`config.mk`:
```
export PLATFORM = sky130hd
export DESIGN_NAME = ifdf_fuzz_lane
export DESIGN_NICKNAME = d
export VERILOG_FILES = /design/src/design/imu_fuzz_deadzone_filter_core_defines.svh /design/src/design/ifdf_pkg.sv /design/src/design/ifdf_fuzz_lane.sv
export SDC_FILE = /design/constraint.sdc
export NUM_CORES = 1
export LEC_CHECK = 0
export ABC_CLOCK_PERIOD_IN_PS = 10100
export BUFFER_PORTS_ARGS = -buffer_cell sky130_fd_sc_hd__buf_4
export CAP_MARGIN = 40
export CORE_UTILIZATION = 32
export DETAILED_ROUTE_END_ITERATION = 6
export PLACE_DENSITY = 0.56
export SYNTH_ARGS = -nofsm -noshare
export SYNTH_HDL_FRONTEND = slang
export SYNTH_SLANG_ARGS = --single-unit
```
`constraint.sdc`:
```
create_clock -name aclk -period 10.1 [get_ports aclk]
set_clock_uncertainty 0.2 [all_clocks]
set_input_delay 1.01 -clock aclk [delete_from_list [all_inputs] [get_ports aclk]]
set_output_delay 1.01 -clock aclk [all_outputs]
set_load 0.005 [all_outputs]
```
`src/design/imu_fuzz_deadzone_filter_core_defines.svh`:
```
// Assertion macros for the IMU fuzz and deadzone filter core
`ifndef IMU_FUZZ_DEADZONE_FILTER_CORE_DEFINES_SVH
`define IMU_FUZZ_DEADZONE_FILTER_CORE_DEFINES_SVH

// same-cycle implication, sampled on aclk, off while in reset
`define IFDF_ASSERT_IMP(label, ante, cons) \
    label: assert property (@(posedge aclk) disable iff (!aresetn) (ante) |-> (cons)) \
        else $error("imu filter check failed");

// next-cycle implication, sampled on aclk, off while in reset
`define IFDF_ASSERT_NXT(label, ante, cons) \
    label: assert property (@(posedge aclk) disable iff (!aresetn) (ante) |=> (cons)) \
        else $error("imu filter check failed");

`endif

```
`src/design/ifdf_pkg.sv`:
```
// Shared types, codes and constants of the IMU fuzz and deadzone filter
`timescale 1ns / 1ps

package ifdf_pkg;

    localparam int REPORT_FIELDS = 10;
    localparam int CFG_IDX_W   = 3;
    localparam int CFG_DATA_W  = 12;

    localparam logic [CFG_IDX_W-1:0] REG_ACCEL_GAIN      = 3'd0;
    localparam logic [CFG_IDX_W-1:0] REG_ACCEL_FUZZ      = 3'd1;
    localparam logic [CFG_IDX_W-1:0] REG_ORIENT_FUZZ     = 3'd2;
    localparam logic [CFG_IDX_W-1:0] REG_GYRO_DEADZONE   = 3'd3;
    localparam logic [CFG_IDX_W-1:0] REG_WEIGHT_NEAR     = 3'd4;
    localparam logic [CFG_IDX_W-1:0] REG_WEIGHT_FAR      = 3'd5;
    localparam logic [CFG_IDX_W-1:0] REG_COOLDOWN_RELOAD = 3'd6;

    localparam logic [9:0]  ACCEL_GAIN_RST      = 10'd384;
    localparam logic [11:0] ACCEL_FUZZ_RST      = 12'd12;
    localparam logic [11:0] ORIENT_FUZZ_RST     = 12'd24;
    localparam logic [11:0] GYRO_DEADZONE_RST   = 12'd24;
    localparam logic [8:0]  WEIGHT_NEAR_RST     = 9'd192;
    localparam logic [8:0]  WEIGHT_FAR_RST      = 9'd154;
    localparam logic [11:0] COOLDOWN_RELOAD_RST = 12'd1000;

    localparam logic [8:0] WEIGHT_ONE = 9'd256;

    localparam logic KIND_MOTION   = 1'b0;
    localparam logic KIND_REENABLE = 1'b1;

    typedef enum logic [2:0] {
        ST_IDLE,
        ST_GAIN,
        ST_SCALE,
        ST_DECIDE,
        ST_MULT,
        ST_WRITE,
        ST_ZERO
    } state_t;

    typedef enum logic [1:0] {
        MODE_HOLD,
        MODE_BLEND,
        MODE_JUMP
    } mode_t;

    typedef struct packed {
        logic decide;
        logic mult;
        logic write;
    } lane_ctl_t;

    typedef struct packed {
        logic motion_write;
        logic req_load;
    } merge_ctl_t;

    function automatic logic [8:0] clamp_weight(input logic [8:0] w);
        return (w > WEIGHT_ONE) ? WEIGHT_ONE : w;
    endfunction

endpackage

```
`src/design/ifdf_fuzz_lane.sv`:
```
// One fuzz filter lane: band decision, weighted blend, held value
`timescale 1ns / 1ps

module ifdf_fuzz_lane #(
    parameter int HELD_W    = 25,
    parameter int FRAC_BITS = 8
) (
    input  logic                     aclk,
    input  logic                     aresetn,
    input  ifdf_pkg::lane_ctl_t      ctl,
    input  logic signed [HELD_W-1:0] cur,
    input  logic [11:0]              band,
    input  logic [8:0]               weight_near,
    input  logic [8:0]               weight_far,
    output logic signed [HELD_W-1:0] held_new,
    output logic                     changed
);
    import ifdf_pkg::*;

    localparam int DW   = HELD_W + 1;
    localparam int BW   = 12 + FRAC_BITS;
    localparam int CMPW = ((DW > BW) ? DW : BW) + 2;
    localparam int PRW  = DW + 10;
    localparam logic signed [PRW-1:0] ROUND = PRW'(128);

    logic signed [HELD_W-1:0] held_reg;
    mode_t                    mode_reg;
    mode_t                    mode_next;
    logic signed [DW-1:0]     diff_reg;
    logic signed [DW-1:0]     diff;
    logic [DW-1:0]            mag;
    logic [CMPW-1:0]          mag_c;
    logic [CMPW-1:0]          band_c;
    logic [8:0]               inv_reg;
    logic [8:0]               inv_next;
    logic signed [PRW-1:0]    prod_reg;
    logic signed [PRW-1:0]    step;
    logic signed [HELD_W-1:0] blend;

    always_comb begin
        diff   = DW'(cur) - DW'(held_reg);
        mag    = diff[DW-1] ? DW'(-diff) : DW'(diff);
        mag_c  = CMPW'(mag);
        band_c = CMPW'({band, {FRAC_BITS{1'b0}}});
        mode_next = MODE_JUMP;
        inv_next  = '0;
        priority if ((mag_c << 1) < band_c) begin
            mode_next = MODE_HOLD;
        end else if (mag_c < band_c) begin
            mode_next = MODE_BLEND;
            inv_next  = WEIGHT_ONE - clamp_weight(weight_near);
        end else if (mag_c < (band_c << 1)) begin
            mode_next = MODE_BLEND;
            inv_next  = WEIGHT_ONE - clamp_weight(weight_far);
        end else begin
            mode_next = MODE_JUMP;
        end
    end

    always_ff @(posedge aclk) begin
        if (ctl.decide) begin
            mode_reg <= mode_next;
            diff_reg <= diff;
            inv_reg  <= inv_next;
        end
        if (ctl.mult) begin
            prod_reg <= PRW'($signed({1'b0, inv_reg})) * PRW'(diff_reg);
        end
    end

    always_comb begin
        step  = (prod_reg + ROUND) >>> 8;
        blend = HELD_W'(PRW'(held_reg) + step);
        unique case (mode_reg)
            MODE_HOLD:  held_new = held_reg;
            MODE_BLEND: held_new = blend;
            MODE_JUMP:  held_new = cur;
            default:    held_new = held_reg;
        endcase
        changed = (mode_reg != MODE_HOLD);
    end

    always_ff @(posedge aclk) begin
        if (!aresetn) begin
            held_reg <= '0;
        end else if (ctl.write) begin
            held_reg <= held_new;
        end
    end

endmodule

```
=== Word-level counts from Yosys, hierarchy flattened ===
Index checks and enable logic that the tools add are counted.

* Flip-flop bits (word level): 95
* Input port bits: 60
* Logic and storage cells: 30
* Output and inout bits: 26

* Equal/unequal tests: 2
* Reductions and logical operators: 2
* Magnitude comparators: 5
* $mul: 1
* $add $sub $neg: 6
* Muxes and demuxes: 8

{| class="wikitable"
|+ Operators with widths
! kind !! number
|-
| $pmux 25 s2 || 1
|-
| $mux 9 || 4
|-
| $add 33x9->33 const B || 1
|-
| $mul 10x26->33 || 1
|-
| $lt 27x20->1 || 1
|-
| $lt 26x20->1 || 1
|-
| $lt 26x21->1 || 1
|-
| $mux 26 || 1
|-
| $neg 26->26 || 1
|-
| $sub 25x25->26 || 1
|-
| $add 25x25->25 || 1
|-
| $gt 9x9->1 const B || 2
|-
| $sub 9x9->9 const A || 2
|-
| $eq 2x1->1 const B || 1
|-
| $eq 2x2->1 const B || 1
|-
| $mux 2 || 1
|-
| $reduce_bool 2->1 || 1
|-
| $reduce_or 2->1 || 1
|-
| $mux 1 || 1
|}

=== Depth between registers and ports, before layout ===
* Word-level depth: 6
* Mapped depth: 25
* Depth with buffers taken out: 24

=== Worst setup path before layout ===
No wires, ideal clock.

* Kind: register to register
* Start point: register inv_reg[3]
* End point: register prod_reg[32], data pin
* Path buffers: 2
* Arrival: 6361 ps
* Library setup time: 266 ps
* Period minus slack after synthesis: 6827 ps
* Setup slack: 3273 ps
* Data required time: 9634 ps
* Cell stages (with the launch flop): 22
* Cell sequence: edfxtp_1 -> clkbuf_1 -> clkbuf_1 -> nand2_1 -> fa_1 -> inv_1 -> fa_1 -> fa_1 -> fa_1 -> fa_1 -> ha_1 -> a2111o_1 -> a21oi_1 -> o2111ai_1 -> a221o_1 -> a211oi_1 -> o21bai_1 -> a41o_1 -> a41o_1 -> o41ai_2 -> mux2i_1 -> nand4_1

* Longest elaborated chain between the ends: 1

{| class="wikitable"
|+ Ends and longest elaborated chain
! element !! RTL line !! RTL
|-
| start, declared || ifdf_fuzz_lane.sv:34 || <nowiki>logic [8:0] inv_reg;</nowiki>
|-
| start signal, assigned || ifdf_fuzz_lane.sv:64 || <nowiki>inv_reg <= inv_next;</nowiki>
|-
| $mul 10x26->33 || ifdf_fuzz_lane.sv:67 || <nowiki>prod_reg <= PRW'($signed({1'b0, inv_reg})) * PRW'(diff_reg);</nowiki>
|-
| end signal, assigned || ifdf_fuzz_lane.sv:67 ||
|-
| end, declared || ifdf_fuzz_lane.sv:36 || <nowiki>logic signed [PRW-1:0] prod_reg;</nowiki>
|}

No other way between the ends.
A chain may end at the register's enable or synchronous reset.

=== Worst setup path after layout ===
* Start point: register inv_reg[7]
* End point: register prod_reg[32], data pin

Same word-level chain as after synthesis.

==> flow_summary_export.csv <==
group,metric,value,unit
critical_path,required,10.02,ns
cts,postCtsSetupRepairBufs,0,
logic_synthesis,yosys.area.top_type_share,23.30,%
die,initial_core_util,32.50,%
logic_synthesis,synthSimpleGateAreaFrac,19.13,%
critical_path,critPathKind,"reg2reg",
layout,final_common_cell,"inv_1",
layout,drive_gt1_share,7.401,%
global_route,overflow,0,
global_route,grt_max_degree,53,
cts,clock-sinks,88,
sta,max_freq,0.1367,GHz
layout,final_cells,2439,
global_route,grt_first_pass_wirelength,66230,um
layout,diodes,0,
die,dieArea,49480,um^2
logic_synthesis,syn_avg_cell_area,8.780,um^2
cts,cts_made_buffers,9,
cts,ctsHoldBuffers,0,
logic_synthesis,syn_area,15550,um^2
sta,maxSlewHeadroom,42.18,%
logic_synthesis,synth_top_family_by_area,"adder cells",
layout,nets,2216,
layout,final_cell_mix,"263 x inv_1, 181 x fa_1, 160 x and2_1, 156 x ha_1, 155 x nand2_1",
critical_path,slowest_delay,0.75,ns
logic_synthesis,synth_compound_area_share,14.03,%
sta,slew_violations,0,
logic_synthesis,synthAdderAreaFrac,35.86,%
routing,wl_per_cell,16.27,um
cts,cts_tree,"yes",
routing,routed-via-count,12300,
logic_synthesis,seq_area_frac_synth,15.39,%
cts,htree_levels,3,
sta,rsz0062_at_grt,"false",
die,ios,86,
cts,cts_resized,0,
critical_path,path_common_cell,"fa_1",
routing,ant_nets,0,
cts,insertion_delay,0.36,ns
logic_synthesis,synth.distinct_cells,83,
sta,hold_violations,0,
placed_design,dp_hpwl,32930,um
sta,finalSetupViolations,0,
placed_design,port_buffers,85,
routing,dr.first_iter.drc_count,672,
placed_design,placed_cell_area,16820,um^2
cts,clk_pin_slew,0.07,ns
sta,timing.final.crit_share,72.43,%
logic_synthesis,muxShareOfSynthArea,1.030,%
critical_path,crit_path_end_kind,"flip-flop",
worst_hold_path,hp-class,"reg2reg",
global_route,grtUsageTotal,16.59,%
placed_design,place.gp.congestion,0.8799,
global_route,grt_pass1_vias,12590,
logic_synthesis,syn_inst,1771,
logic_synthesis,syn_nets,2168,
logic_synthesis,synth-xor-area-share,6.599,%
routing,via_per_inst,5.041,
critical_path,worstPathCellList,"and2_1 > ha_1 > inv_1 > fa_1 > inv_1 > fa_1 > fa_1 > fa_1 > ha_1 > a2111o_1 > a21oi_1 > o2111ai_1 > a221o_1 > a211oi_1 > o21bai_1 > a41o_1 > a41o_1 > o41ai_2 > mux2i_1 > nand4_1",
critical_path,worstPathArrival,7.23,ns
routing,drtPass1Iterations,6,
layout,finish.instance_area,17110,um^2
run_status,outcome,"completed",
die,rows,80,
cts,root_buffer,"clkbuf_16",
die,die_h,222.4,um
placed_design,dp_cells,2423,
critical_path,cp_max_fo,26,
logic_synthesis,synth.area.top_cells,"fa_1 23%, ha_1 13%, edfxtp_1 12%, and2_1 6.4%, inv_1 6.3%",
sta,tns,0,ns
global_route,grt_antenna_before_repair,0,
critical_path,crit_slowest_cell,"edfxtp_1",
layout,area_growth,10.05,%
logic_synthesis,ys.flop_type,"edfxtp_1",
routing,wl,39690,um
logic_synthesis,yosys.area.top_type,"fa_1",
sta,period_needed,7.316,ns
critical_path,critPathLaunchType,"flip-flop",
logic_synthesis,synth_edf_count,63,
logic_synthesis,async_flop_share,0,%
logic_synthesis,yosysWarnings,0,
die,die-width,222.4,um
cts,cts_buffer_depth,2,
routing,drt_drc_violations_left,0,
logic_synthesis,synth_seq_cells,88,
sta,worst_slew_pin_slew,0.8672,ns
job,drv_cap,0,
die,coreArea,47850,um^2
-- cell usage after synthesis, drive strengths merged, types with 4 or more instances --
| master | number |
|---|---|
| o211ai | 7 |
| o21ai | 56 |
| or2 | 5 |
| fa | 181 |
| o211a | 4 |
| a2111oi | 5 |
| xor2 | 36 |
| nor2b | 23 |
| mux2i | 16 |
| nor2 | 84 |
| buf | 12 |
| a311oi | 5 |
| a211oi | 15 |
| o21a | 12 |
| nand2 | 155 |
| or3 | 9 |
| and2 | 162 |
| nand3 | 36 |
| ha | 156 |
| a22oi | 23 |
| nor3 | 23 |
| o32ai | 4 |
| a21oi | 96 |
| and3 | 18 |
| xnor2 | 79 |
| nor4 | 6 |
| a21o | 33 |
| edfxtp | 63 |
| o21bai | 6 |
| a31oi | 11 |
| o31ai | 4 |
| o22ai | 6 |
| clkbuf | 47 |
| nand4 | 18 |
| dfxtp | 25 |
| nand2b | 17 |
| inv | 264 |
-- layer usage --
| metal | wire (um) | GRT usage [%] |
|---|---|---|
| met5 | 0 | 0 |
| met4 | 790 | 4.160 |
| met3 | 1240 | 2.129 |
| met2 | 18910 | 27.73 |
| met1 | 18740 | 22.60 |
-- worst max-delay path: cells and delay by family, from the launching register on --
kind | cells | cell delay (ns)
buffers and inverters | 2 | 0.10
flip-flops | 1 | 0.75
AO/OA/AOI/OAI | 9 | 2.71
multiplexers | 1 | 0.25
adder cells (fa/ha/maj) | 6 | 2.65
AND/OR/NAND/NOR | 2 | 0.39
-- path summary, 6_finish.rpt --
check,startpoint,end,slack [ns],depth (start not counted)
setup reg to reg,inv_reg[7],prod_reg[32],2.78,20
setup / recovery,inv_reg[7],prod_reg[32],2.78,20
hold / removal,held_reg[16],held_reg[16],0.33,2
hold reg to reg,held_reg[16],held_reg[16],0.33,2
-- through the flow --
stage | util (%) | hold slack [ns] | worst slack, ns
floorplan | - | 0.2815 | 3.273
global placement | 35.03 | 0.3125 | 2.686
detailed placement | 35.15 | 0.3193 | 2.798
CTS | 35.76 | 0.3289 | 2.774
global route | 35.76 | 0.3529 | 2.379
finish | 35.76 | 0.3271 | 2.784
-- cell families after synthesis --
kind of cell             after synthesis
AND/OR/NAND/NOR                      571
flip-flops                            88
AO/OA/AOI/OAI                        321
multiplexers                          16
buffers and inverters                323
adder cells (fa/ha/maj)              337
XOR/XNOR                             115
-- layout make-up --
| type | instances | area (um^2) |
|---|---|---|
| flip-flops and latches | 88 | 2392 |
| fillers | 4941 | 30730 |
| inverters | 264 | 991.0 |
| well taps | 615 | 769.5 |
| multi-input cells | 1360 | 11920 |
| repair buffers | 96 | 747.0 |
| clock buffers | 9 | 225.2 |
| clock inverters | 7 | 70.07 |
Power is not shown: default switching activity piles up to over one toggle a cycle in this logic, so the estimate is an artifact.
