--- config.mk ---
export PLATFORM = sky130hd
export DESIGN_NAME = ifdf_merge
export DESIGN_NICKNAME = d
export VERILOG_FILES = /design/src/design/imu_fuzz_deadzone_filter_core_defines.svh /design/src/design/ifdf_pkg.sv /design/src/design/ifdf_merge.sv
export SDC_FILE = /design/constraint.sdc
export NUM_CORES = 1
export LEC_CHECK = 0
export BUFFER_PORTS_ARGS = -buffer_cell sky130_fd_sc_hd__buf_4
export CAP_MARGIN = 15
export CORE_AREA = 3 3 199 201
export CTS_CLUSTER_DIAMETER = 200
export DETAILED_ROUTE_END_ITERATION = 10
export DIE_AREA = 0 0 202 204
export GPL_ROUTABILITY_DRIVEN = 0
export PLACE_DENSITY = 0.51
export RECOVER_POWER = 50
export SLEW_MARGIN = 5
export SYNTH_ARGS = -nofsm -noshare
export SYNTH_HDL_FRONTEND = slang
export SYNTH_SLANG_ARGS = --single-unit
--- constraint.sdc ---
create_clock -name aclk -period 5.4 [get_ports aclk]
set_input_delay 0 -clock aclk [delete_from_list [all_inputs] [get_ports aclk]]
set_output_delay 0 -clock aclk [all_outputs]
set_load 0.005 [all_outputs]
--- src/design/imu_fuzz_deadzone_filter_core_defines.svh ---
// Assertion macros for the IMU fuzz and deadzone filter core
`ifndef IMU_FUZZ_DEADZONE_FILTER_CORE_DEFINES_SVH
`define IMU_FUZZ_DEADZONE_FILTER_CORE_DEFINES_SVH

// same-cycle implication, sampled on aclk, off while in reset
`define IFDF_ASSERT_IMP(label, ante, cons) \
    label: assert property (@(posedge aclk) disable iff (!aresetn) (ante) |-> (cons)) \
        else $error("imu filter check failed");

// next-cycle implication, sampled on aclk, off while in reset
`define IFDF_ASSERT_NXT(label, ante, cons) \
    label: assert property (@(posedge aclk) disable iff (!aresetn) (ante) |=> (cons)) \
        else $error("imu filter check failed");

`endif

--- src/design/ifdf_pkg.sv ---
// Shared types, codes and constants of the IMU fuzz and deadzone filter
`timescale 1ns / 1ps

package ifdf_pkg;

    localparam int REPORT_FIELDS = 10;
    localparam int CFG_IDX_W   = 3;
    localparam int CFG_DATA_W  = 12;

    localparam logic [CFG_IDX_W-1:0] REG_ACCEL_GAIN      = 3'd0;
    localparam logic [CFG_IDX_W-1:0] REG_ACCEL_FUZZ      = 3'd1;
    localparam logic [CFG_IDX_W-1:0] REG_ORIENT_FUZZ     = 3'd2;
    localparam logic [CFG_IDX_W-1:0] REG_GYRO_DEADZONE   = 3'd3;
    localparam logic [CFG_IDX_W-1:0] REG_WEIGHT_NEAR     = 3'd4;
    localparam logic [CFG_IDX_W-1:0] REG_WEIGHT_FAR      = 3'd5;
    localparam logic [CFG_IDX_W-1:0] REG_COOLDOWN_RELOAD = 3'd6;

    localparam logic [9:0]  ACCEL_GAIN_RST      = 10'd384;
    localparam logic [11:0] ACCEL_FUZZ_RST      = 12'd12;
    localparam logic [11:0] ORIENT_FUZZ_RST     = 12'd24;
    localparam logic [11:0] GYRO_DEADZONE_RST   = 12'd24;
    localparam logic [8:0]  WEIGHT_NEAR_RST     = 9'd192;
    localparam logic [8:0]  WEIGHT_FAR_RST      = 9'd154;
    localparam logic [11:0] COOLDOWN_RELOAD_RST = 12'd1000;

    localparam logic [8:0] WEIGHT_ONE = 9'd256;

    localparam logic KIND_MOTION   = 1'b0;
    localparam logic KIND_REENABLE = 1'b1;

    typedef enum logic [2:0] {
        ST_IDLE,
        ST_GAIN,
        ST_SCALE,
        ST_DECIDE,
        ST_MULT,
        ST_WRITE,
        ST_ZERO
    } state_t;

    typedef enum logic [1:0] {
        MODE_HOLD,
        MODE_BLEND,
        MODE_JUMP
    } mode_t;

    typedef struct packed {
        logic decide;
        logic mult;
        logic write;
    } lane_ctl_t;

    typedef struct packed {
        logic motion_write;
        logic req_load;
    } merge_ctl_t;

    function automatic logic [8:0] clamp_weight(input logic [8:0] w);
        return (w > WEIGHT_ONE) ? WEIGHT_ONE : w;
    endfunction

endpackage

--- src/design/ifdf_merge.sv ---
// Merge stage: combine lane results and drive the output word register
`timescale 1ns / 1ps

module ifdf_merge #(
    parameter int SAMPLE_BITS = 16,
    parameter int FRAC_BITS   = 8
) (
    input  logic                                       aclk,
    input  logic                                       aresetn,
    input  ifdf_pkg::merge_ctl_t                       ctl,
    input  logic signed [SAMPLE_BITS+FRAC_BITS:0]      accel_new [3],
    input  logic signed [SAMPLE_BITS+FRAC_BITS-1:0]    orient_new [4],
    input  logic signed [SAMPLE_BITS+FRAC_BITS-1:0]    gyro_new [3],
    input  logic [ifdf_pkg::REPORT_FIELDS-1:0]         changed,
    input  logic                                       m_tready,
    output logic                                       m_tvalid,
    output logic [((ifdf_pkg::REPORT_FIELDS*(SAMPLE_BITS+FRAC_BITS+1)+7)/8)*8-1:0] m_tdata,
    output logic [0:0]                                 m_tuser,
    output logic                                       free
);
    import ifdf_pkg::*;

    localparam int OUT_FW = SAMPLE_BITS + FRAC_BITS + 1;
    localparam int OUT_W  = ((REPORT_FIELDS * OUT_FW + 7) / 8) * 8;

    logic signed [OUT_FW-1:0] fld [REPORT_FIELDS];
    logic [OUT_W-1:0]         data_next;
    logic                     load_motion;
    logic                     valid_reg;
    logic [OUT_W-1:0]         data_reg;
    logic                     user_reg;

    always_comb begin
        fld[0] = OUT_FW'(accel_new[0]);
        fld[1] = OUT_FW'(accel_new[1]);
        fld[2] = -OUT_FW'(accel_new[2]);
        fld[3] = OUT_FW'(gyro_new[0]);
        fld[4] = OUT_FW'(gyro_new[1]);
        fld[5] = -OUT_FW'(gyro_new[2]);
        fld[6] = OUT_FW'(orient_new[0]);
        fld[7] = OUT_FW'(orient_new[1]);
        fld[8] = OUT_FW'(orient_new[2]);
        fld[9] = -OUT_FW'(orient_new[3]);
        data_next = '0;
        for (int i = 0; i < REPORT_FIELDS; i++) begin
            data_next[i*OUT_FW +: OUT_FW] = fld[i];
        end
    end

    assign load_motion = ctl.motion_write && (|changed);
    assign free        = !valid_reg || m_tready;

    always_ff @(posedge aclk) begin
        if (!aresetn) begin
            valid_reg <= 1'b0;
        end else if (load_motion || ctl.req_load) begin
            valid_reg <= 1'b1;
        end else if (m_tready) begin
            valid_reg <= 1'b0;
        end
    end

    always_ff @(posedge aclk) begin
        if (load_motion) begin
            data_reg <= data_next;
            user_reg <= KIND_MOTION;
        end else if (ctl.req_load) begin
            data_reg <= '0;
            user_reg <= KIND_REENABLE;
        end
    end

    assign m_tvalid = valid_reg;
    assign m_tdata  = data_reg;
    assign m_tuser  = user_reg;

endmodule

### Yosys cells after proc, flatten, opt, wreduce, memory -nomap -nowiden

Index checks and enable logic that the tools add are counted.

| operators by class | value |
|---|---|
| add/sub/neg operators | 3 |
| mux-type cells | 4 |
| reduce and logical (&&, ||, !) cells | 7 |

Operators with widths:

| cell | number |
|---|---|
| 2-to-1 mux 250 bit | 2 |
| negator 24 -> 25 bit | 2 |
| negator 25 bit | 1 |
| OR reduction 10 bit | 1 |
| nonzero test 2 bit | 2 |
| logical OR 1 bit | 2 |
| 2-to-1 mux 1 bit | 2 |
| logical AND 1 bit | 1 |
| logical NOT 1 bit | 1 |

| storage, ports and cells | value |
|---|---|
| flip-flop bits (word level) | 252 |
| input port bits | 258 |
| output and inout bits | 259 |

### Depth between registers and ports, before layout

Gate-level depths: netlist (run 1).

| depth | value |
|---|---|
| word-level depth | 4 |
| gate-level depth with buffers | 7 |
| mapped depth without buffers | 6 |

### Least setup slack after synthesis (run 1)

No wires, ideal clock.

| timing path | value |
|---|---|
| path kind | input to register |
| start point | in changed[5] (netlist name) |
| end point | reg data_reg[0] (netlist: m_tdata[0]), enable pin |
| library setup time | 0.597 ns |
| data arrival time | 5.391 ns |
| slack | -0.588 ns |
| stages on the path | 5 |
| buffers on the path | 1 |
| cell sequence | or2_2 > o41a_1 > clkbuf_1 > nor2_1 > inv_1 |

| on the way | value |
|---|---|
| longest elaborated chain between the ends | 3 |

RTL lines:

| item | RTL line | text |
|---|---|---|
| start: declaration | ifdf_merge.sv:14 | `input logic [ifdf_pkg::REPORT_FIELDS-1:0] changed,` |
| OR reduction 10 bit | ifdf_merge.sv:50 | `assign load_motion = ctl.motion_write && (\|changed);` |
| logical AND 1 bit | ifdf_merge.sv:50 |  |
| nonzero test 2 bit (no line) | n/a |  |
| end signal: assignment | ifdf_merge.sv:65 | `data_reg <= data_next;` |
| end: declaration | ifdf_merge.sv:30 | `logic [OUT_W-1:0] data_reg;` |

No other way between the ends.
A chain may end at the register's enable or synchronous reset.

### Worst setup path after layout (run 1)

| timing path | value |
|---|---|
| start point | in changed[1] (netlist name) |
| end point | reg data_reg[17] (netlist: m_tdata[17]), enable pin |

The elaborated chain is that of the path after synthesis.

==> impl_metrics.ini, run 1 <==
[grt]
grt_start_max_net_pins = 186
first_global_vias = 9358
groute.usage.overall_pct = 17.6
antenna_found_initial = 1
grt_pass1_wl_mm = 56.5
grt-ovfl-total = 0

[setup_path]
crit_fanout = 185
rr_endpoint = m_tvalid
critical_path_class = input port to register
regToRegStartpoint = m_tvalid
reg2regPathDepth = 3
critPathLaunchType = input port
worst_setup_path_end_kind = register
crit_required_ns = 5.16
crit_arrival_ns = 3.33
r2r_slack_ns = 4.15

[routing]
vias_per_cell = 4.37
vias = 9064
drtAntennaViolNets = 0
wire_per_inst_um = 18.3
drc = 0
dr.pass1.iters = 4
drt_iter0_drc = 468
drt_wl_total_mm = 38.0

[floorplanning]
die_w_um = 202
num_io_pins = 517
placeableCoreArea_um2 = 37800
initial_core_util_pct = 27.8
rows = 71
die_area_um2 = 41200
die_h_um = 204

[timing]
slew_viol_final = 352
hold_viol = 0
fmax_ghz = 0.280
min_period_ns = 3.57
slew_headroom_pct = -80.4
setup_viol = 0
rsz0062_at_grt = no
setup_ws_ns = 1.83
fin_skew_ns = 0
tns_ns = 0
tightestPinTransition_ns = 2.71
fin_crit_sh_pct = 66.1

[min_path]
hp-start = gyro_new[3]
hp-class = input port to register
whs_path_depth = 4
hold-path-endpoint = m_tdata[128]

[clocking]
cts_setup_buffers = 0
worstSkewPairLatency_ns = 0.56
cts-buffers-inserted = 29
root_buffer = clkbuf_16
cts_max_path_buffers = 3
cts_tree = yes
htreeDepth = 1
cts_resized = 0
numClockSinks = 247
path_clk_slew_ns = 0.06

[placed_design]
place_area_um2 = 14800
hpwl_mm = 26.0
pre_cts_ws_ns = 2.63
io_buffer_count = 510
dp_cells = 1733

[yosys]
synth_ff_type = edfxtp_1
synth_top_area_share_pct = 70.1
ys_seq_area_share_pct = 70.5
synth-edff-count = 245
syn_avg_cell_area_um2 = 14.1
syn_inst = 745
yosysUniqueCellTypes = 49
synth_warnings = 0
yosysTopAreaCell = edfxtp_1
ys_async_sr_fraction_pct = 0
synthTopCellsByArea = edfxtp_1 70%, and2_1 10%, nor2_1 1.7%
ys_seq_elements = 247
syn_area_um2 = 10500

[status]
violations = max-capacitance violations, max-slew violations
status = finished with violations

[finish]
fin_area_um2 = 18000
stdcell_count = 2076
fillers = 3494
layout-drive-gt1-share_pct = 27.7
syn2layout_area_growth_pct = 71.9
post-route-util_pct = 47.8
nNetsFinal = 1803

[pwr]
irDropWorstVdd_mv = 0.210
power.density_nw_per_um2 = 279
leakagePower_nw = 7.19

[run]
drv_cap = 3
==> worst max-delay path by stage <==
stage	endpoint	slack, ns	start
final	m_tdata[17]	1.83	changed[1]
after global routing	m_tdata[174]	1.65	changed[1]
after CTS	m_tdata[74]	2.37	accel_new[0]
after detailed placement	m_tdata[2]	2.63	changed[1]
after global placement	m_tdata[110]	2.64	changed[1]
after floorplan	m_tdata[0]	0.07	changed[1]
==> registers in the layout (all words and copies together) (netlist names) <==
| register | flops |
|---|---|
| m_tvalid | 1 |
| m_tuser | 1 |
| m_tdata | 245 |
==> layer usage <==
layer / vias up / part of all wire [%] / global-route usage [%]
met5: - / 0 / 0
met4: 0 / 2.7 / 4.68
met3: 54 / 8.8 / 6.43
met2: 335 / 51 / 31.7
met1: 4350 / 38 / 19.6
li1: 4325 / - / -
==> power by group <==
part           leakage (nW)  switching, mW  internal (mW)
clock                 0.451          0.802           1.11
sequential             2.61         0.0505           2.31
combinational          4.12          0.333          0.439
total                  7.19           1.18           3.85
==> metrics by stage <==
step,power [mW],hold slack (ns)
2_1_floorplan,2.58,0.103
3_3_place_gp,3.08,0.251
3_5_place_dp,3.09,0.254
4_1_cts,5.19,0.0000999
5_1_grt,5.26,0.0943
6_report,5.04,0.0302
==> worst max-delay path, cell delays in order <==
cell and delay (ns):
clkbuf_4 0.11, or4_1 0.54, o41a_2 0.40, buf_4 0.33
nor2_1 0.34, clkinvlp_4 0.14, clkbuf_4 1.03
==> cell type report <==
type | instances | area (um2) | share of cell area, %
multi-input combinational | 452 | 2860 | 15.8
sequential | 247 | 7400 | 41.0
clock inverter | 15 | 128 | 0.707
inverter | 7 | 30.0 | 0.166
clock buffer | 38 | 779 | 4.32
tap | 511 | 639 | 3.54
timing repair buffer | 805 | 6210 | 34.4
antenna | 1 | 2.50 | 0.0139
==> placed cells by master, fill, tap and decap left out, types with 7 or more instances in the layout <==
cell type and instances:
a21oi_1 11, and2_0 23, and2_1 150, buf_4 258, clkbuf_1 152, clkbuf_16 29, clkbuf_4 112, clkinv_2 7
dlygate4sd3_1 287, edfxtp_1 245, nand2_1 13, nand2b_1 8, nand3_1 7, nand4_1 7, nor2_1 48, nor3_1 26
nor4_1 21, o21ai_0 9, o31a_1 10, o41ai_1 9, or3_1 14, or4_1 8, xnor2_1 20, xor2_1 10
==> logic make-up (layout without fill, tap and decap cells) <==
group	after synthesis	in the layout	share of synthesized area [%]
simple gates	356	356	20.1
flops	247	247	70.5
compound gates	57	57	4.12
buf+inv	51	865	2.40
xor+xnor	30	30	2.50
fa+ha+maj	3	3	0.358
other cells	1	7	0.0357
==> Yosys cell counts (8+ instances only) <==
cell type / number
buf_4: 11
nor2_1: 48
or4_1: 8
o41ai_1: 9
nor4_1: 20
nand2_1: 13
nor3_1: 26
and2_1: 173
xnor2_1: 20
o21ai_0: 9
or3_1: 14
clkbuf_1: 31
o31a_1: 10
edfxtp_1: 245
xor2_1: 10
a21oi_1: 11
nand2b_1: 8
==> what timing repair did <==
item / in CTS / in global routing
endpoints found under the hold margin: 246 / 0
hold buffers: 287 / 0
endpoints found under the setup margin: 0 / 0
(Power assumes the default switching activity.)
==> run 2, diff against run 1 <==
==> constraint.sdc (replaced) <==
create_clock -name aclk -period 2.9 [get_ports aclk]
set_input_delay 0 -clock aclk [delete_from_list [all_inputs] [get_ports aclk]]
set_output_delay 0 -clock aclk [all_outputs]
set_load 0.005 [all_outputs]
==> impl_metrics.ini, run 2 (synthesized netlist as in run 1, its figures left out) <==
[setup_path]
worst_setup_path_end_kind = register
crit_required_ns = 3.33
critical_path_class = input port to register
crit_arrival_ns = 3.20
critPathLaunchType = input port
crit_fanout = 13

[grt]
groute.usage.overall_pct = 18.1
grt_start_max_net_pins = 195
antenna_found_initial = 8
first_global_vias = 9716
grt-ovfl-total = 0
grt_pass1_wl_mm = 57.9

[floorplanning]
die_w_um = 202
die_area_um2 = 41200
num_io_pins = 517
rows = 71
placeableCoreArea_um2 = 37800
initial_core_util_pct = 27.8
die_h_um = 204

[routing]
dr.pass1.iters = 4
drt_iter0_drc = 458
wire_per_inst_um = 18.7
drtAntennaViolNets = 0
drc = 0
vias_per_cell = 4.36
vias = 9132
drt_wl_total_mm = 39.1

[timing]
hold_viol = 0
fin_skew_ns = 0
fin_crit_sh_pct = 95.4
slew_viol_final = 25
slew_headroom_pct = -5.44
tightestPinTransition_ns = 1.58
fmax_ghz = 0.361
timing.hold.ws_ns = 0.0608
rsz0062_at_grt = no
setup_viol = 0
min_period_ns = 2.77

[finish]
nNetsFinal = 1814
final_cell_mix = 291 x dlygate4sd3_1, 264 x buf_4, 245 x edfxtp_1
syn2layout_area_growth_pct = 74.3
fillers = 3478
final_common_cell = dlygate4sd3_1
layout-drive-gt1-share_pct = 28.1
largest_register_ffs = 245

[clocking]
htreeDepth = 1
path_clk_slew_ns = 0.06
cts_tree = yes
root_buffer = clkbuf_16
cts-buffers-inserted = 30
numClockSinks = 247
cts_max_path_buffers = 3
worstSkewPairLatency_ns = 0.56

[pwr]
power_mw = 9.67
swShare_pct = 22.8
leakagePower_nw = 7.29
irDropWorstVdd_mv = 0.323
p_seq_share_pct = 45.4
power.density_nw_per_um2 = 528
intPower_mw = 7.46
clockPowerShare_pct = 39.4
pwr-share-comb_pct = 15.1
p_sw_mw = 2.21

[placed_design]
io_buffer_count = 510
hpwl_mm = 27.3

[run]
drv_cap = 1

[min_path]
hp-class = input port to register

[status]
violations = max-capacitance violations, max-slew violations
status = finished with violations
run 2: through the flow:
stage | setup TNS, ns | setup slack, ns | std cells | cell area (um2) | utilization (%)
floorplan | -570.51 | -2.33 | 750 | 10500 | -
global placement | 0 | 0.594 | 1737 | 14900 | 39.5
detailed placement | 0 | 0.591 | 1737 | 14900 | 39.5
CTS | 0 | 0.0486 | 2082 | 18800 | 49.8
global route | 0 | 0.00114 | 2093 | 18300 | 48.5
finish | 0 | 0.133 | 2093 | 18300 | 48.5
run 2: layout make-up:
| type | count | area [um2] | area share (%) |
|---|---|---|---|
| clock inverter | 15 | 204 | 1.11 |
| tap | 511 | 639 | 3.49 |
| antenna | 7 | 17.5 | 0.0957 |
| inverter | 7 | 30.0 | 0.164 |
| sequential | 247 | 7400 | 40.4 |
| multi-input combinational | 452 | 2870 | 15.7 |
| clock buffer | 39 | 785 | 4.29 |
| timing repair buffer | 815 | 6360 | 34.7 |
run 2: per-layer routing:
layer / track usage [%] / part of all wire (%) / vias to the layer above
li1: - / - / 4357
met1: 19.3 / 37 / 4358
met2: 34.3 / 52 / 353
met3: 5.67 / 8.1 / 62
met4: 5.28 / 2.7 / 2
met5: 0 / 0.018 / -
run 2: final timing paths:
check	from	endpoint	slack, ns	cells past startpoint
worst max-delay path	gyro_new[2]	m_tdata[142]	0.13	9
worst min-delay path	gyro_new[3]	m_tdata[128]	0.06	4
worst max register to register	m_tvalid	m_tvalid	1.60	3
worst min register to register	m_tuser	m_tuser	0.47	2
run 2: critical path, cell delays in order:
cell and delay (ns):
dlygate4sd3_1 0.54, buf_4 0.16, nor4_1 0.28, buf_4 0.19, nand2_1 0.30, o41ai_1 0.38
dlygate4sd3_1 0.62, o311a_1 0.16, dlygate4sd3_1 0.56
run 2: what timing repair did:
item                                    in CTS  in global routing
buffers inserted                             0                  3
endpoints found under the setup margin       0                  1
hold endpoints to repair                   247                  0
hold buffers                               291                  0
resized for setup                            0                  0
run 2: power by group through the flow:
| stage | Clock (mW) | Combinational [mW] | Sequential (mW) |
|---|---|---|---|
| after floorplan | 0 | 0.287 | 4.52 |
| after global placement | 0 | 1.30 | 4.47 |
| after global routing | 4.07 | 1.59 | 4.42 |
| after detailed placement | 0 | 1.30 | 4.47 |
| final | 3.81 | 1.46 | 4.39 |
| after CTS | 3.93 | 1.64 | 4.40 |
