<file path="config.mk">
export PLATFORM = sky130hd
export DESIGN_NAME = ifdf_dead_lane
export DESIGN_NICKNAME = d
export VERILOG_FILES = /design/src/design/imu_fuzz_deadzone_filter_core_defines.svh /design/src/design/ifdf_pkg.sv /design/src/design/ifdf_dead_lane.sv
export SDC_FILE = /design/constraint.sdc
export NUM_CORES = 1
export LEC_CHECK = 0
export ABC_AREA = 1
export ABC_CLOCK_PERIOD_IN_PS = 5000
export BUFFER_PORTS_ARGS = -buffer_cell sky130_fd_sc_hd__buf_2
export CAP_MARGIN = 20
export CORE_UTILIZATION = 47
export CTS_BUF_LIST = sky130_fd_sc_hd__clkbuf_8 sky130_fd_sc_hd__clkbuf_16
export CTS_CLUSTER_SIZE = 40
export DETAILED_ROUTE_END_ITERATION = 8
export GPL_ROUTABILITY_DRIVEN = 0
export GPL_TIMING_DRIVEN = 0
export HOLD_SLACK_MARGIN = 0.15
export PLACE_DENSITY = 0.71
export SETUP_SLACK_MARGIN = 0.05
export SLEW_MARGIN = 40
export SYNTH_ARGS = -nofsm -noshare
export SYNTH_HDL_FRONTEND = slang
export SYNTH_SLANG_ARGS = --single-unit
export TNS_END_PERCENT = 50
</file>
<file path="constraint.sdc">
create_clock -name aclk -period 5 [get_ports aclk]
set_clock_uncertainty 0.05 [all_clocks]
set_input_delay 0.5 -clock aclk [delete_from_list [all_inputs] [get_ports aclk]]
set_output_delay 0.5 -clock aclk [all_outputs]
set_load 0.1 [all_outputs]
</file>
<file path="src/design/imu_fuzz_deadzone_filter_core_defines.svh">
// Assertion macros for the IMU fuzz and deadzone filter core
`ifndef IMU_FUZZ_DEADZONE_FILTER_CORE_DEFINES_SVH
`define IMU_FUZZ_DEADZONE_FILTER_CORE_DEFINES_SVH

// same-cycle implication, sampled on aclk, off while in reset
`define IFDF_ASSERT_IMP(label, ante, cons) \
    label: assert property (@(posedge aclk) disable iff (!aresetn) (ante) |-> (cons)) \
        else $error("imu filter check failed");

// next-cycle implication, sampled on aclk, off while in reset
`define IFDF_ASSERT_NXT(label, ante, cons) \
    label: assert property (@(posedge aclk) disable iff (!aresetn) (ante) |=> (cons)) \
        else $error("imu filter check failed");

`endif

</file>
<file path="src/design/ifdf_pkg.sv">
// Shared types, codes and constants of the IMU fuzz and deadzone filter
`timescale 1ns / 1ps

package ifdf_pkg;

    localparam int REPORT_FIELDS = 10;
    localparam int CFG_IDX_W   = 3;
    localparam int CFG_DATA_W  = 12;

    localparam logic [CFG_IDX_W-1:0] REG_ACCEL_GAIN      = 3'd0;
    localparam logic [CFG_IDX_W-1:0] REG_ACCEL_FUZZ      = 3'd1;
    localparam logic [CFG_IDX_W-1:0] REG_ORIENT_FUZZ     = 3'd2;
    localparam logic [CFG_IDX_W-1:0] REG_GYRO_DEADZONE   = 3'd3;
    localparam logic [CFG_IDX_W-1:0] REG_WEIGHT_NEAR     = 3'd4;
    localparam logic [CFG_IDX_W-1:0] REG_WEIGHT_FAR      = 3'd5;
    localparam logic [CFG_IDX_W-1:0] REG_COOLDOWN_RELOAD = 3'd6;

    localparam logic [9:0]  ACCEL_GAIN_RST      = 10'd384;
    localparam logic [11:0] ACCEL_FUZZ_RST      = 12'd12;
    localparam logic [11:0] ORIENT_FUZZ_RST     = 12'd24;
    localparam logic [11:0] GYRO_DEADZONE_RST   = 12'd24;
    localparam logic [8:0]  WEIGHT_NEAR_RST     = 9'd192;
    localparam logic [8:0]  WEIGHT_FAR_RST      = 9'd154;
    localparam logic [11:0] COOLDOWN_RELOAD_RST = 12'd1000;

    localparam logic [8:0] WEIGHT_ONE = 9'd256;

    localparam logic KIND_MOTION   = 1'b0;
    localparam logic KIND_REENABLE = 1'b1;

    typedef enum logic [2:0] {
        ST_IDLE,
        ST_GAIN,
        ST_SCALE,
        ST_DECIDE,
        ST_MULT,
        ST_WRITE,
        ST_ZERO
    } state_t;

    typedef enum logic [1:0] {
        MODE_HOLD,
        MODE_BLEND,
        MODE_JUMP
    } mode_t;

    typedef struct packed {
        logic decide;
        logic mult;
        logic write;
    } lane_ctl_t;

    typedef struct packed {
        logic motion_write;
        logic req_load;
    } merge_ctl_t;

    function automatic logic [8:0] clamp_weight(input logic [8:0] w);
        return (w > WEIGHT_ONE) ? WEIGHT_ONE : w;
    endfunction

endpackage

</file>
<file path="src/design/ifdf_dead_lane.sv">
// One gyro lane: graded deadzone and held value
`timescale 1ns / 1ps

module ifdf_dead_lane #(
    parameter int HELD_W    = 24,
    parameter int FRAC_BITS = 8
) (
    input  logic                     aclk,
    input  logic                     aresetn,
    input  ifdf_pkg::lane_ctl_t      ctl,
    input  logic signed [HELD_W-1:0] cur,
    input  logic [11:0]              deadzone,
    output logic signed [HELD_W-1:0] held_new,
    output logic                     changed
);
    import ifdf_pkg::*;

    localparam int DZW  = 12 + FRAC_BITS;
    localparam int CMPW = ((HELD_W > DZW) ? HELD_W : DZW) + 3;

    logic signed [HELD_W-1:0] held_reg;
    logic signed [HELD_W-1:0] nxt_reg;
    logic signed [HELD_W-1:0] nxt_next;
    logic [HELD_W-1:0]        mag;
    logic [CMPW-1:0]          mag_c;
    logic [CMPW-1:0]          dz_c;

    always_comb begin
        mag   = cur[HELD_W-1] ? HELD_W'(-cur) : HELD_W'(cur);
        mag_c = CMPW'(mag);
        dz_c  = CMPW'({deadzone, {FRAC_BITS{1'b0}}});
        priority if (mag_c < dz_c) begin
            nxt_next = '0;
        end else if (mag_c < (dz_c << 1)) begin
            nxt_next = cur >>> 2;
        end else if (mag_c < (dz_c << 2)) begin
            nxt_next = cur >>> 1;
        end else begin
            nxt_next = cur;
        end
    end

    always_ff @(posedge aclk) begin
        if (ctl.decide) begin
            nxt_reg <= nxt_next;
        end
    end

    assign held_new = nxt_reg;
    assign changed  = (nxt_reg != held_reg);

    always_ff @(posedge aclk) begin
        if (!aresetn) begin
            held_reg <= '0;
        end else if (ctl.write) begin
            held_reg <= nxt_reg;
        end
    end

endmodule

</file>
# Yosys cells after proc, flatten, opt, wreduce, memory -nomap -nowiden
# Cells that the tools add are included.
# word_totals
register_bits,48
latchBits,0
ramBits,0
rom_bits,0
input_bits,41
output_inout_bits,25
wordCells,10
n_memories,0
# classes
add_sub_neg,1
mul,0
n_div,0
order_cmp,3
eq_ne,1
shift,0
muxes,3
bitwise_logic,0
reduce_logical,0
# op_table
operator,n
2-to-1 mux 23 bit,2
less-than comparator 24 x 20 -> 1 bit,1
less-than comparator 24 x 21 -> 1 bit,1
less-than comparator 24 x 22 -> 1 bit,1
2-to-1 mux 24 bit,1
!= test 24 bit,1
negator 24 bit,1

# Longest topological paths before layout
# Gate-level depths: netlist of the first run.
# depth
word_depth,5
depth_mapped,20
mapped_depth_nobuf,19

# Worst setup path before layout of the first run
# Ideal clock, no wire load.
# synth_path
path_kind,input to register
start,input cur[3]
end,"register nxt_reg[21] (netlist: held_new[21]), data pin"
setup_time_ns,0.255
arrival_time_ns,2.786
required_time_ns,4.695
setup_slack_ns,1.909
stages,18
n_path_buf,1
path_cell_list,nor2_1 nand2_1 nor2_4 nand3_2 nor2_4 nand2_1 o21ai_0 xor2_1 ha_1 a21oi_1 nor2_1 a211oi_1 o211ai_2 inv_2 buf_2 nand2_1 o21ai_0 nor2_1
# synth_via
elab_chain_cells,5
elab_cells_between_ends,7
cone_classes,1 x add/sub; 3 x order compare; 3 x mux
# synth_rtl
element,line_no,source
from (decl),ifdf_dead_lane.sv:11,"input logic signed [HELD_W-1:0] cur,"
negator 24 bit,ifdf_dead_lane.sv:29,mag = cur[HELD_W-1] ? HELD_W'(-cur) : HELD_W'(cur);
2-to-1 mux 24 bit *,ifdf_dead_lane.sv:29,
less-than comparator 24 x 22 -> 1 bit,ifdf_dead_lane.sv:36,end else if (mag_c < (dz_c << 2)) begin
2-to-1 mux 23 bit,ifdf_dead_lane.sv:36,
2-to-1 mux 23 bit,ifdf_dead_lane.sv:34,end else if (mag_c < (dz_c << 1)) begin
to (signal assigned),ifdf_dead_lane.sv:45,nxt_reg <= nxt_next;
to (decl),ifdf_dead_lane.sv:22,logic signed [HELD_W-1:0] nxt_reg;
# Every way passes the cells marked *; elsewhere a longest branch is shown, timed or not.
# A chain may end at the register's enable or synchronous reset.

# Final worst setup path of the first run
# Same ends and word-level chain as after synthesis.

==> results.toml, run 1 <==
[outcome]
outcome = "complete, no violations"

[synthesis]
ys_seq_area_share_pct = 31.3
avgSynthCellArea_sq_um = 6.94
synth_cell_types = 31
yosysWarnings = 0
syn_area_sq_mm = 0.00384
ys_seq_elements = 48
syn_inst = 553
syn_nets = 627

[setup_path]
critPathMaxFanout = 10
cp.required_ns = 5.00
cp_num_buf_inv = 3
critPathTopFamily = "simple AND/OR/NAND/NOR gates"
path_class = "in -> reg"
worst_path_largest_cell_delay_ns = 0.31
worstSetupStartpointType = "input pin"
endpoint_kind = "flop"
worstPathCellList = "buf_2 > nor2_1 > nand2_1 > nor2_4 > nand3_2 > nor2_4 > nand2_1 > o21ai_0 > xor2_1 > ha_1 > a21oi_1 > nor2_1 > a211oi_1 > o211ai_2 > inv_2 > buf_2 > nand2_1 > o21ai_0 > nor2_1"
cp.arrival_ns = 3.46
cp_slowest_cell = "xor2_1"

[finish]
fillers = 753
finalInstanceArea_sq_mm = 0.00441
syn_to_final_growth_pct = 14.9
antenna-diode-count = 0
fin_util_pct = 56.5
nNetsFinal = 697
drive_above_1_share_pct = 16.7

[clocking]
cts_resized = 0
cts_max_path_buffers = 2
htreeDepth = 2
cts-root-buf = "clkbuf_8"
cts.sinks = 48
cts_setup_buffers = 0
cts-buffers-inserted = 5
cts_hold_buffers = 0
cts_tree = "yes"
clkLatencyLatePin_ns = 0.29
clk_pin_slew_ns = 0.08

[sta]
max_freq_mhz = 289
layout_setup_ws_ns = 1.54
tns_ns = 0
timing.final.crit_share_pct = 69.2
slew_headroom_pct = 59.3
rsz0062_at_grt = "no"
worstMarginPinSlew_ns = 0.605
hold_viol = 0
setup-violations-final = 0
slew_viol_final = 0
finalCriticalPeriod_ns = 3.46

[routing]
drc = 0
drtAntennaViolNets = 0
wirelength_um = 9270
dr.first_iter.drc_count = 166
firstDrtPassIters = 4
viasPerCell = 5.22
wl_per_cell_um = 12.8
vias = 3787

[global_route]
grt_antenna_before_repair = 0
grt_pass1_wl_um = 15800
grt_pass1_vias = 3555
grt_use_total_pct = 23.0
grt_max_degree = 25
gr-total-overflow = 0

[floorplanning]
die_w_um = 92.4
start_util_pct = 49.2
rows = 32
coreArea_sq_mm = 0.00781
fp.dieH_um = 92.4
io_pins = 66
die-area_sq_mm = 0.00853

[pwr]
power.share.sequential_pct = 35.8
p_int_uw = 837
ir_drop_uv = 127
powerDensity_mw_per_mm2 = 330
combPwrFrac_pct = 42.6
switching_power_uw = 616
p_sw_share_pct = 42.4
fin_total_pwr_mw = 1.45
power.leakage_nw = 2.28
p_clk_share_pct = 21.7

[job]
maxCapViolCount = 0

[worst_hold_path]
min_path_type = "in -> reg"

[placement]
post_dp_cell_area_sq_mm = 0.00428
place_ws_ns = 1.25
io_buffers = 63
hpwl_um = 7640
[cell usage in the layout, fill, tap and decap left out]
| cell | Yosys | layout |
|---|---|---|
| nor2_4 | 2 | 2 |
| nor3_1 | 5 | 5 |
| nand3b_1 | 1 | 1 |
| nor2_2 | 1 | 1 |
| or2_2 | 2 | 2 |
| dfxtp_1 | 24 | 24 |
| a211oi_1 | 5 | 5 |
| o2111ai_1 | 1 | 1 |
| xor2_1 | 17 | 17 |
| nand2_2 | 4 | 4 |
| ha_1 | 33 | 33 |
| nand2_1 | 104 | 104 |
| clkbuf_8 | 0 | 5 |
| o22ai_1 | 1 | 1 |
| nand3_1 | 51 | 51 |
| nand4_1 | 7 | 7 |
| buf_6 | 2 | 2 |
| nor2_1 | 112 | 112 |
| clkbuf_2 | 1 | 1 |
| xnor2_1 | 10 | 10 |
| nand3_2 | 3 | 3 |
| a21oi_1 | 34 | 34 |
| o21bai_1 | 1 | 1 |
| nor4_1 | 2 | 2 |
| o21ai_0 | 33 | 33 |
| buf_2 | 14 | 77 |
| o211ai_2 | 1 | 1 |
| inv_2 | 3 | 3 |
| clkbuf_1 | 7 | 7 |
| inv_1 | 47 | 47 |
| bufinv_16 | 0 | 2 |
| edfxtp_1 | 24 | 24 |
| o21ai_4 | 1 | 1 |
[power groups by stage]
stage | combinational, mW | sequential (mW) | clock, mW
finish | 0.619 | 0.520 | 0.315
floorplan | 0.269 | 0.747 | 0
detailed placement | 0.616 | 0.528 | 0
global placement | 0.605 | 0.525 | 0
global route | 0.679 | 0.526 | 0.339
CTS | 0.620 | 0.519 | 0.321
[Yosys cell counts, drive strengths merged]
cell / n / area (sq um)
a211oi: 5 / 37.5
a21oi: 34 / 170
o2111ai: 1 / 8.76
o21ai: 34 / 181
edfxtp: 24 / 721
nand3: 54 / 285
nand2: 108 / 415
or2: 2 / 12.5
xor2: 17 / 149
nand4: 7 / 43.8
nor2: 115 / 449
o211ai: 1 / 12.5
nor4: 2 / 12.5
buf: 16 / 92.6
o22ai: 1 / 6.26
ha: 33 / 413
inv: 50 / 188
clkbuf: 8 / 31.3
nor3: 5 / 25.0
nand3b: 1 / 7.51
dfxtp: 24 / 480
xnor2: 10 / 87.6
o21bai: 1 / 7.51
[final cells by class]
class | instances | area, sq um | area share, %
multi-input cells | 431 | 2320 | 52.7
well taps | 102 | 128 | 2.89
flip-flops and latches | 48 | 1200 | 27.2
clock buffers | 5 | 68.8 | 1.56
inverters | 50 | 188 | 4.26
clock inverters | 2 | 60.1 | 1.36
plain buffers | 24 | 124 | 2.81
repair buffers | 63 | 315 | 7.15
[worst paths after layout]
check                from            to  cells past startpoint  slack, ns
min               aresetn  held_reg[15]                      3       0.45
max reg2reg  held_new[14]  held_reg[14]                      2       4.13
max                cur[3]  held_new[21]                     19       1.54
min reg2reg  held_reg[17]  held_reg[17]                      2       0.48
[metal layers]
layer	global-route usage (%)	wire length, um	vias to the layer above
met1	27.8	4080	1689
met4	9.38	278	0
met2	41.0	4480	115
li1	-	-	1960
met5	0	0	-
met3	2.87	417	23
[logic make-up after synthesis]
group / Yosys count / share of synthesized area [%]
buffers and inverters: 74 / 8.12
flip-flops: 48 / 31.3
AO/OA/AOI/OAI: 77 / 11.1
XOR/XNOR: 27 / 6.16
adder cells (fa/ha/maj): 33 / 10.8
AND/OR/NAND/NOR: 294 / 32.6
[through the flow]
stage                     instances  hold WS (ns)
after global routing            725         0.454
final                           725         0.448
after global placement          718         0.447
after CTS                       725         0.439
after detailed placement        718         0.458
after floorplan                 553         0.433
[worst register-to-register path: stages (launching register included)]
cell and delay (ns):
edfxtp_1 0.46, nor2_1 0.19, nor2_1 0.07
Power figures use the tool's default switching activity.
==> inputs of run 2 (changes only) <==
Settings changed: ABC_CLOCK_PERIOD_IN_PS 5000 to 2800, PLACE_DENSITY 0.71 to 0.73.
Clock period 5 ns to 2.8 ns, I/O delays scaled along.
==> run 2 against run 1 <==
Against the previous run: the run now ends with setup timing left; die area did not move; clock-buffer cell count did not move; wire length rose by 5.2%; flip-flop and latch count did not move; clock power rose by 54%; sequential power rose by 78%; worst hold slack got worse by 0.23 ns; cell count rose by 3.2%; final area rose by 9.6%; utilization rose by 5.4 points; highest routed layer unchanged.
==> results.toml, run 2 (synthesis results as in run 1) <==
[outcome]
outcome = "finished, violations left"
violations = "setup timing"

[setup_path]
cp.required_ns = 2.90
cp.arrival_ns = 2.91
worstPathCellList = "buf_6 > nor2_4 > nand2_2 > nor2_4 > nand3_2 > nor2_4 > nand2_2 > o21ai_2 > xor2_1 > buf_4 > ha_4 > a21oi_2 > nor2_1 > a211oi_2 > o21bai_1 > nor2_2 > nand2_2 > buf_6 > nand2_4 > nor2_2 > nor2_2"
worst_path_largest_cell_delay_ns = 0.22
path_class = "in -> reg"
critPathMaxFanout = 5
cp_slowest_cell = "nor2_2"
worstSetupStartpointType = "input pin"
endpoint_kind = "flop"

[finish]
fillers = 710
antenna-diode-count = 0
final_cells = 748
final_cell_mix = "nor2_1 (102), nand2_1 (92), buf_2 (56), nand3_1 (50), inv_1 (44)"
drive_above_1_share_pct = 25.7
finalInstanceArea_sq_mm = 0.00483
syn_to_final_growth_pct = 25.9
nNetsFinal = 719
final_common_cell = "nor2_1"

[sta]
tns_ns = -0.0275
slew_viol_final = 0
timing.final.crit_share_pct = 100
slew_headroom_pct = 62.8
worstMarginPinSlew_ns = 0.551
rsz0062_at_grt = "yes"
hold_viol = 0
max_freq_mhz = 356
finalCriticalPeriod_ns = 2.81
layout_setup_ws_ns = -0.0102
setup-violations-final = 3

[worst_hold_path]
min_path_type = "in -> reg"

[pwr]
powerDensity_mw_per_mm2 = 544
power.leakage_nw = 2.45
ir_drop_uv = 279

[clocking]
cts_tree = "yes"
htreeDepth = 2
cts_max_path_buffers = 2
clk_pin_slew_ns = 0.09
cts.sinks = 48
cts-root-buf = "clkbuf_8"
clkLatencyLatePin_ns = 0.29
cts-buffers-inserted = 5

[global_route]
grt_use_total_pct = 22.9
grt_antenna_before_repair = 0
grt_max_degree = 25
grt_pass1_wl_um = 15900
grt_pass1_vias = 3574
gr-total-overflow = 0

[routing]
wl_per_cell_um = 13.0
dr.first_iter.drc_count = 195
viasPerCell = 5.21
drc = 0
wirelength_um = 9750
firstDrtPassIters = 7
drtAntennaViolNets = 0
vias = 3894

[placement]
dpl.cell_count = 718
io_buffers = 63
post_dp_cell_area_sq_mm = 0.00429
hpwl_um = 7590

[floorplanning]
start_util_pct = 49.2
die_w_um = 92.4
coreArea_sq_mm = 0.00781
io_pins = 66
rows = 32
fp.dieH_um = 92.4
die-area_sq_mm = 0.00853

[job]
maxCapViolCount = 0
run 2: cell types whose count changed in the layout (fill, tap and decap cells not counted), moves of 3 or more:
| cell | change |
|---|---|
| a211oi_1 | -3 |
| a211oi_2 | +3 |
| buf_2 | -21 |
| buf_4 | +28 |
| buf_6 | +14 |
| inv_1 | -3 |
| nand2_1 | -12 |
| nand2_2 | +10 |
| nor2_1 | -10 |
| nor2_2 | +7 |
| nor2_4 | +3 |
| o21ai_0 | -3 |
| xor2_1 | -3 |
| xor2_2 | +3 |
run 2: where the power goes:
group	total (mW)	switching, mW	internal (mW)
clock	0.486	0.222	0.264
sequential	0.927	0.0769	0.850
combinational	1.21	0.852	0.361
total	2.63	1.15	1.48
run 2: worst paths after layout:
| kind | from | to | slack, ns | cells past startpoint |
|---|---|---|---|---|
| hold reg to reg | held_reg[6] | held_reg[6] | 0.48 | 2 |
| setup reg to reg | held_new[7] | held_reg[7] | 2.00 | 2 |
| setup / recovery | cur[4] | held_new[7] | -0.01 | 21 |
| hold / removal | aresetn | held_reg[15] | 0.22 | 3 |
run 2: cell type report:
type                       count  area (sq um)  area share (%)
multi-input combinational    431          2480            51.3
sequential                    48          1200            24.9
timing repair buffer          85           534            11.1
inverter                      50           190            3.94
buffer                        24           186            3.86
tap                          102           128            2.64
clock buffer                   5          68.8            1.42
clock inverter                 3          42.5           0.881
run 2: metrics by stage:
step	setup slack [ns]	utilization (%)	power, mW	hold WS, ns
finish	-0.0102	61.9	2.63	0.216
global route	-0.171	61.9	2.78	0.228
CTS	-0.0800	59.2	2.58	0.210
detailed placement	-0.589	55.0	2.05	0.455
global placement	-0.540	55.0	2.02	0.447
floorplan	0.0445	-	1.82	0.342
run 2: critical path: cells and delay by family:
kind / cells / cell delay, ns
xor+xnor: 1 / 0.20
buf+inv: 3 / 0.44
fa+ha+maj: 1 / 0.20
compound gates: 4 / 0.48
simple gates: 12 / 1.30
run 2: repair_timing:
item / 4_1_cts / 5_1_grt
hold buffers: 0 / 0
resized for setup: 26 / 60
pin swaps: 26 / 30
endpoints found under the setup margin: 22 / 24
cloned: 1 / 1
hold endpoints to repair: 0 / 0
buffers inserted: 15 / 5
run 2: per-layer routing:
layer  global-route usage [%]  routed length [um]  share of wire (%)  vias to the layer above
met4                     8.98                 355                3.6                        0
met5                        0                   0                  0                        -
met2                     40.8                4660                 48                      149
li1                         -                   -                  -                     1996
met3                     2.63                 439                4.5                       24
met1                     28.1                4290                 44                     1725
==> inputs of run 3 (changes only) <==
Settings changed: CORE_UTILIZATION 47 to 52, PLACE_DENSITY 0.73 to 0.8.
==> run 3 against run 2 <==
Against the previous run: the run still ends with setup timing left; power grew 4.4%; utilization grew 8.3 points; flip-flop and latch count is the same; register-to-register slack lost 0.03 ns; clock-buffer cell count is the same; sequential share of layout area shrank 0.22 points; clock power grew 18%; final area grew 0.88%; cell count shrank 1.1%; die area shrank 9.4%; first-iteration DRC count grew 100%; via count grew 5.8%.
==> results.toml, run 3 (synthesis results as in run 1) <==
[global_route]
grt_pass1_wl_um = 15700
grt_antenna_before_repair = 0
gr-total-overflow = 0
grt_pass1_vias = 3640
grt_use_total_pct = 25.7
grt_max_degree = 25

[routing]
firstDrtPassIters = 5
wl_per_cell_um = 14.1
dr.first_iter.drc_count = 395
viasPerCell = 5.57
drtAntennaViolNets = 0
wirelength_um = 10500
drc = 0
vias = 4121

[setup_path]
path_class = "in -> reg"
cp.required_ns = 2.81
endpoint_kind = "flop"
cp.arrival_ns = 2.92
critPathMaxFanout = 9
worstSetupStartpointType = "input pin"

[finish]
fin_util_pct = 70.2
final_common_cell = "nor2_1"
final_cell_mix = "nor2_1 (102), nand2_1 (92), buf_2 (58), nand3_1 (49), inv_1 (44)"
nNetsFinal = 718
syn_to_final_growth_pct = 27.0
finalInstanceArea_sq_mm = 0.00487
drive_above_1_share_pct = 26.1
antenna-diode-count = 0

[clocking]
cts.sinks = 48
cts_max_path_buffers = 2
cts-root-buf = "clkbuf_8"
htreeDepth = 2
cts-buffers-inserted = 5
clkLatencyLatePin_ns = 0.30
clk_pin_slew_ns = 0.09
cts_tree = "yes"

[floorplanning]
io_pins = 66
die-area_sq_mm = 0.00773
fp.dieH_um = 87.9
die_w_um = 87.9
coreArea_sq_mm = 0.00694
rows = 30
start_util_pct = 55.3

[pwr]
powerDensity_mw_per_mm2 = 562
ir_drop_uv = 232
fin_total_pwr_mw = 2.74
power.leakage_nw = 2.46

[sta]
slew_headroom_pct = 62.1
worstMarginPinSlew_ns = 0.563
timing.final.crit_share_pct = 104
max_freq_mhz = 344
hold_viol = 0
slew_viol_final = 0
layout_setup_ws_ns = -0.111
rsz0062_at_grt = "yes"
finalCriticalPeriod_ns = 2.91
tns_ns = -1.06
setup-violations-final = 21

[placement]
hpwl_um = 7340
post_dp_cell_area_sq_mm = 0.00429
io_buffers = 63
place_ws_ns = -0.553

[job]
maxCapViolCount = 0

[outcome]
violations = "setup timing"
outcome = "finished, violations left"

[worst_hold_path]
min_path_type = "in -> reg"
-- run 3: cell types whose count changed in the layout (fill, tap and decap cells not counted), moves of 2 or more --
cell	previous run	this run
ha_4	1	3
buf_6	16	19
buf_2	56	58
ha_1	32	30
buf_4	28	23
-- run 3: power by group --
part / internal [mW] / total [mW] / switching (mW) / leakage (nW)
registers: 0.850 / 0.927 / 0.0772 / 0.434
clock network: 0.351 / 0.574 / 0.223 / 0.0642
logic: 0.369 / 1.24 / 0.871 / 1.96
-- run 3: final cells by class --
cell class	instances	area, sq um
buffer	24	188
clock buffer	5	68.8
clock inverter	2	60.1
fill	531	2070
inverter	50	193
multi-input combinational	431	2510
sequential	48	1200
tap	96	120
timing repair buffer	84	532
-- run 3: per-stage QoR --
stage	std cells	hold WS, ns
final	740	0.229
after global routing	740	0.224
after CTS	732	0.225
after detailed placement	712	0.461
after global placement	712	0.448
after floorplan	553	0.342
-- run 3: worst paths after layout --
kind	startpoint	end	slack [ns]	cells after the start
worst min-delay path	aresetn	held_reg[4]	0.23	3
worst min register to register	held_reg[8]	held_reg[8]	0.48	2
worst max register to register	held_new[21]	held_reg[21]	1.97	2
worst max-delay path	cur[12]	held_new[2]	-0.11	20
-- run 3: worst max-delay path, cell delays in order --
cell and delay (ns):
buf_2 0.12, inv_2 0.09, nand2_1 0.08, nor2_2 0.13
nand3_2 0.11, nor2_4 0.12, buf_4 0.11, buf_4 0.10
a21oi_2 0.06, xor2_2 0.35, ha_4 0.27, nand2_2 0.07
nor2_2 0.04, a211oi_2 0.20, o211ai_2 0.13, inv_4 0.13
buf_4 0.17, a21oi_1 0.08, nor2_1 0.19, nor2_1 0.06
-- run 3: repair_timing --
action / 4_1_cts / 5_1_grt
hold buffers: 0 / 0
setup endpoints to repair: 22 / 24
setup buffers: 12 / 6
cloned: 1 / 3
gates resized for setup: 29 / 60
pin swaps: 23 / 25
-- run 3: routing by layer --
layer  GRT usage (%)  routed length (um)  vias to the layer above
met4            14.9                 585                        0
met2            45.1                5010                      224
met5               0                   0                        -
met3            3.39                 646                       54
met1            30.1                4220                     1841
li1                -                   -                     2002
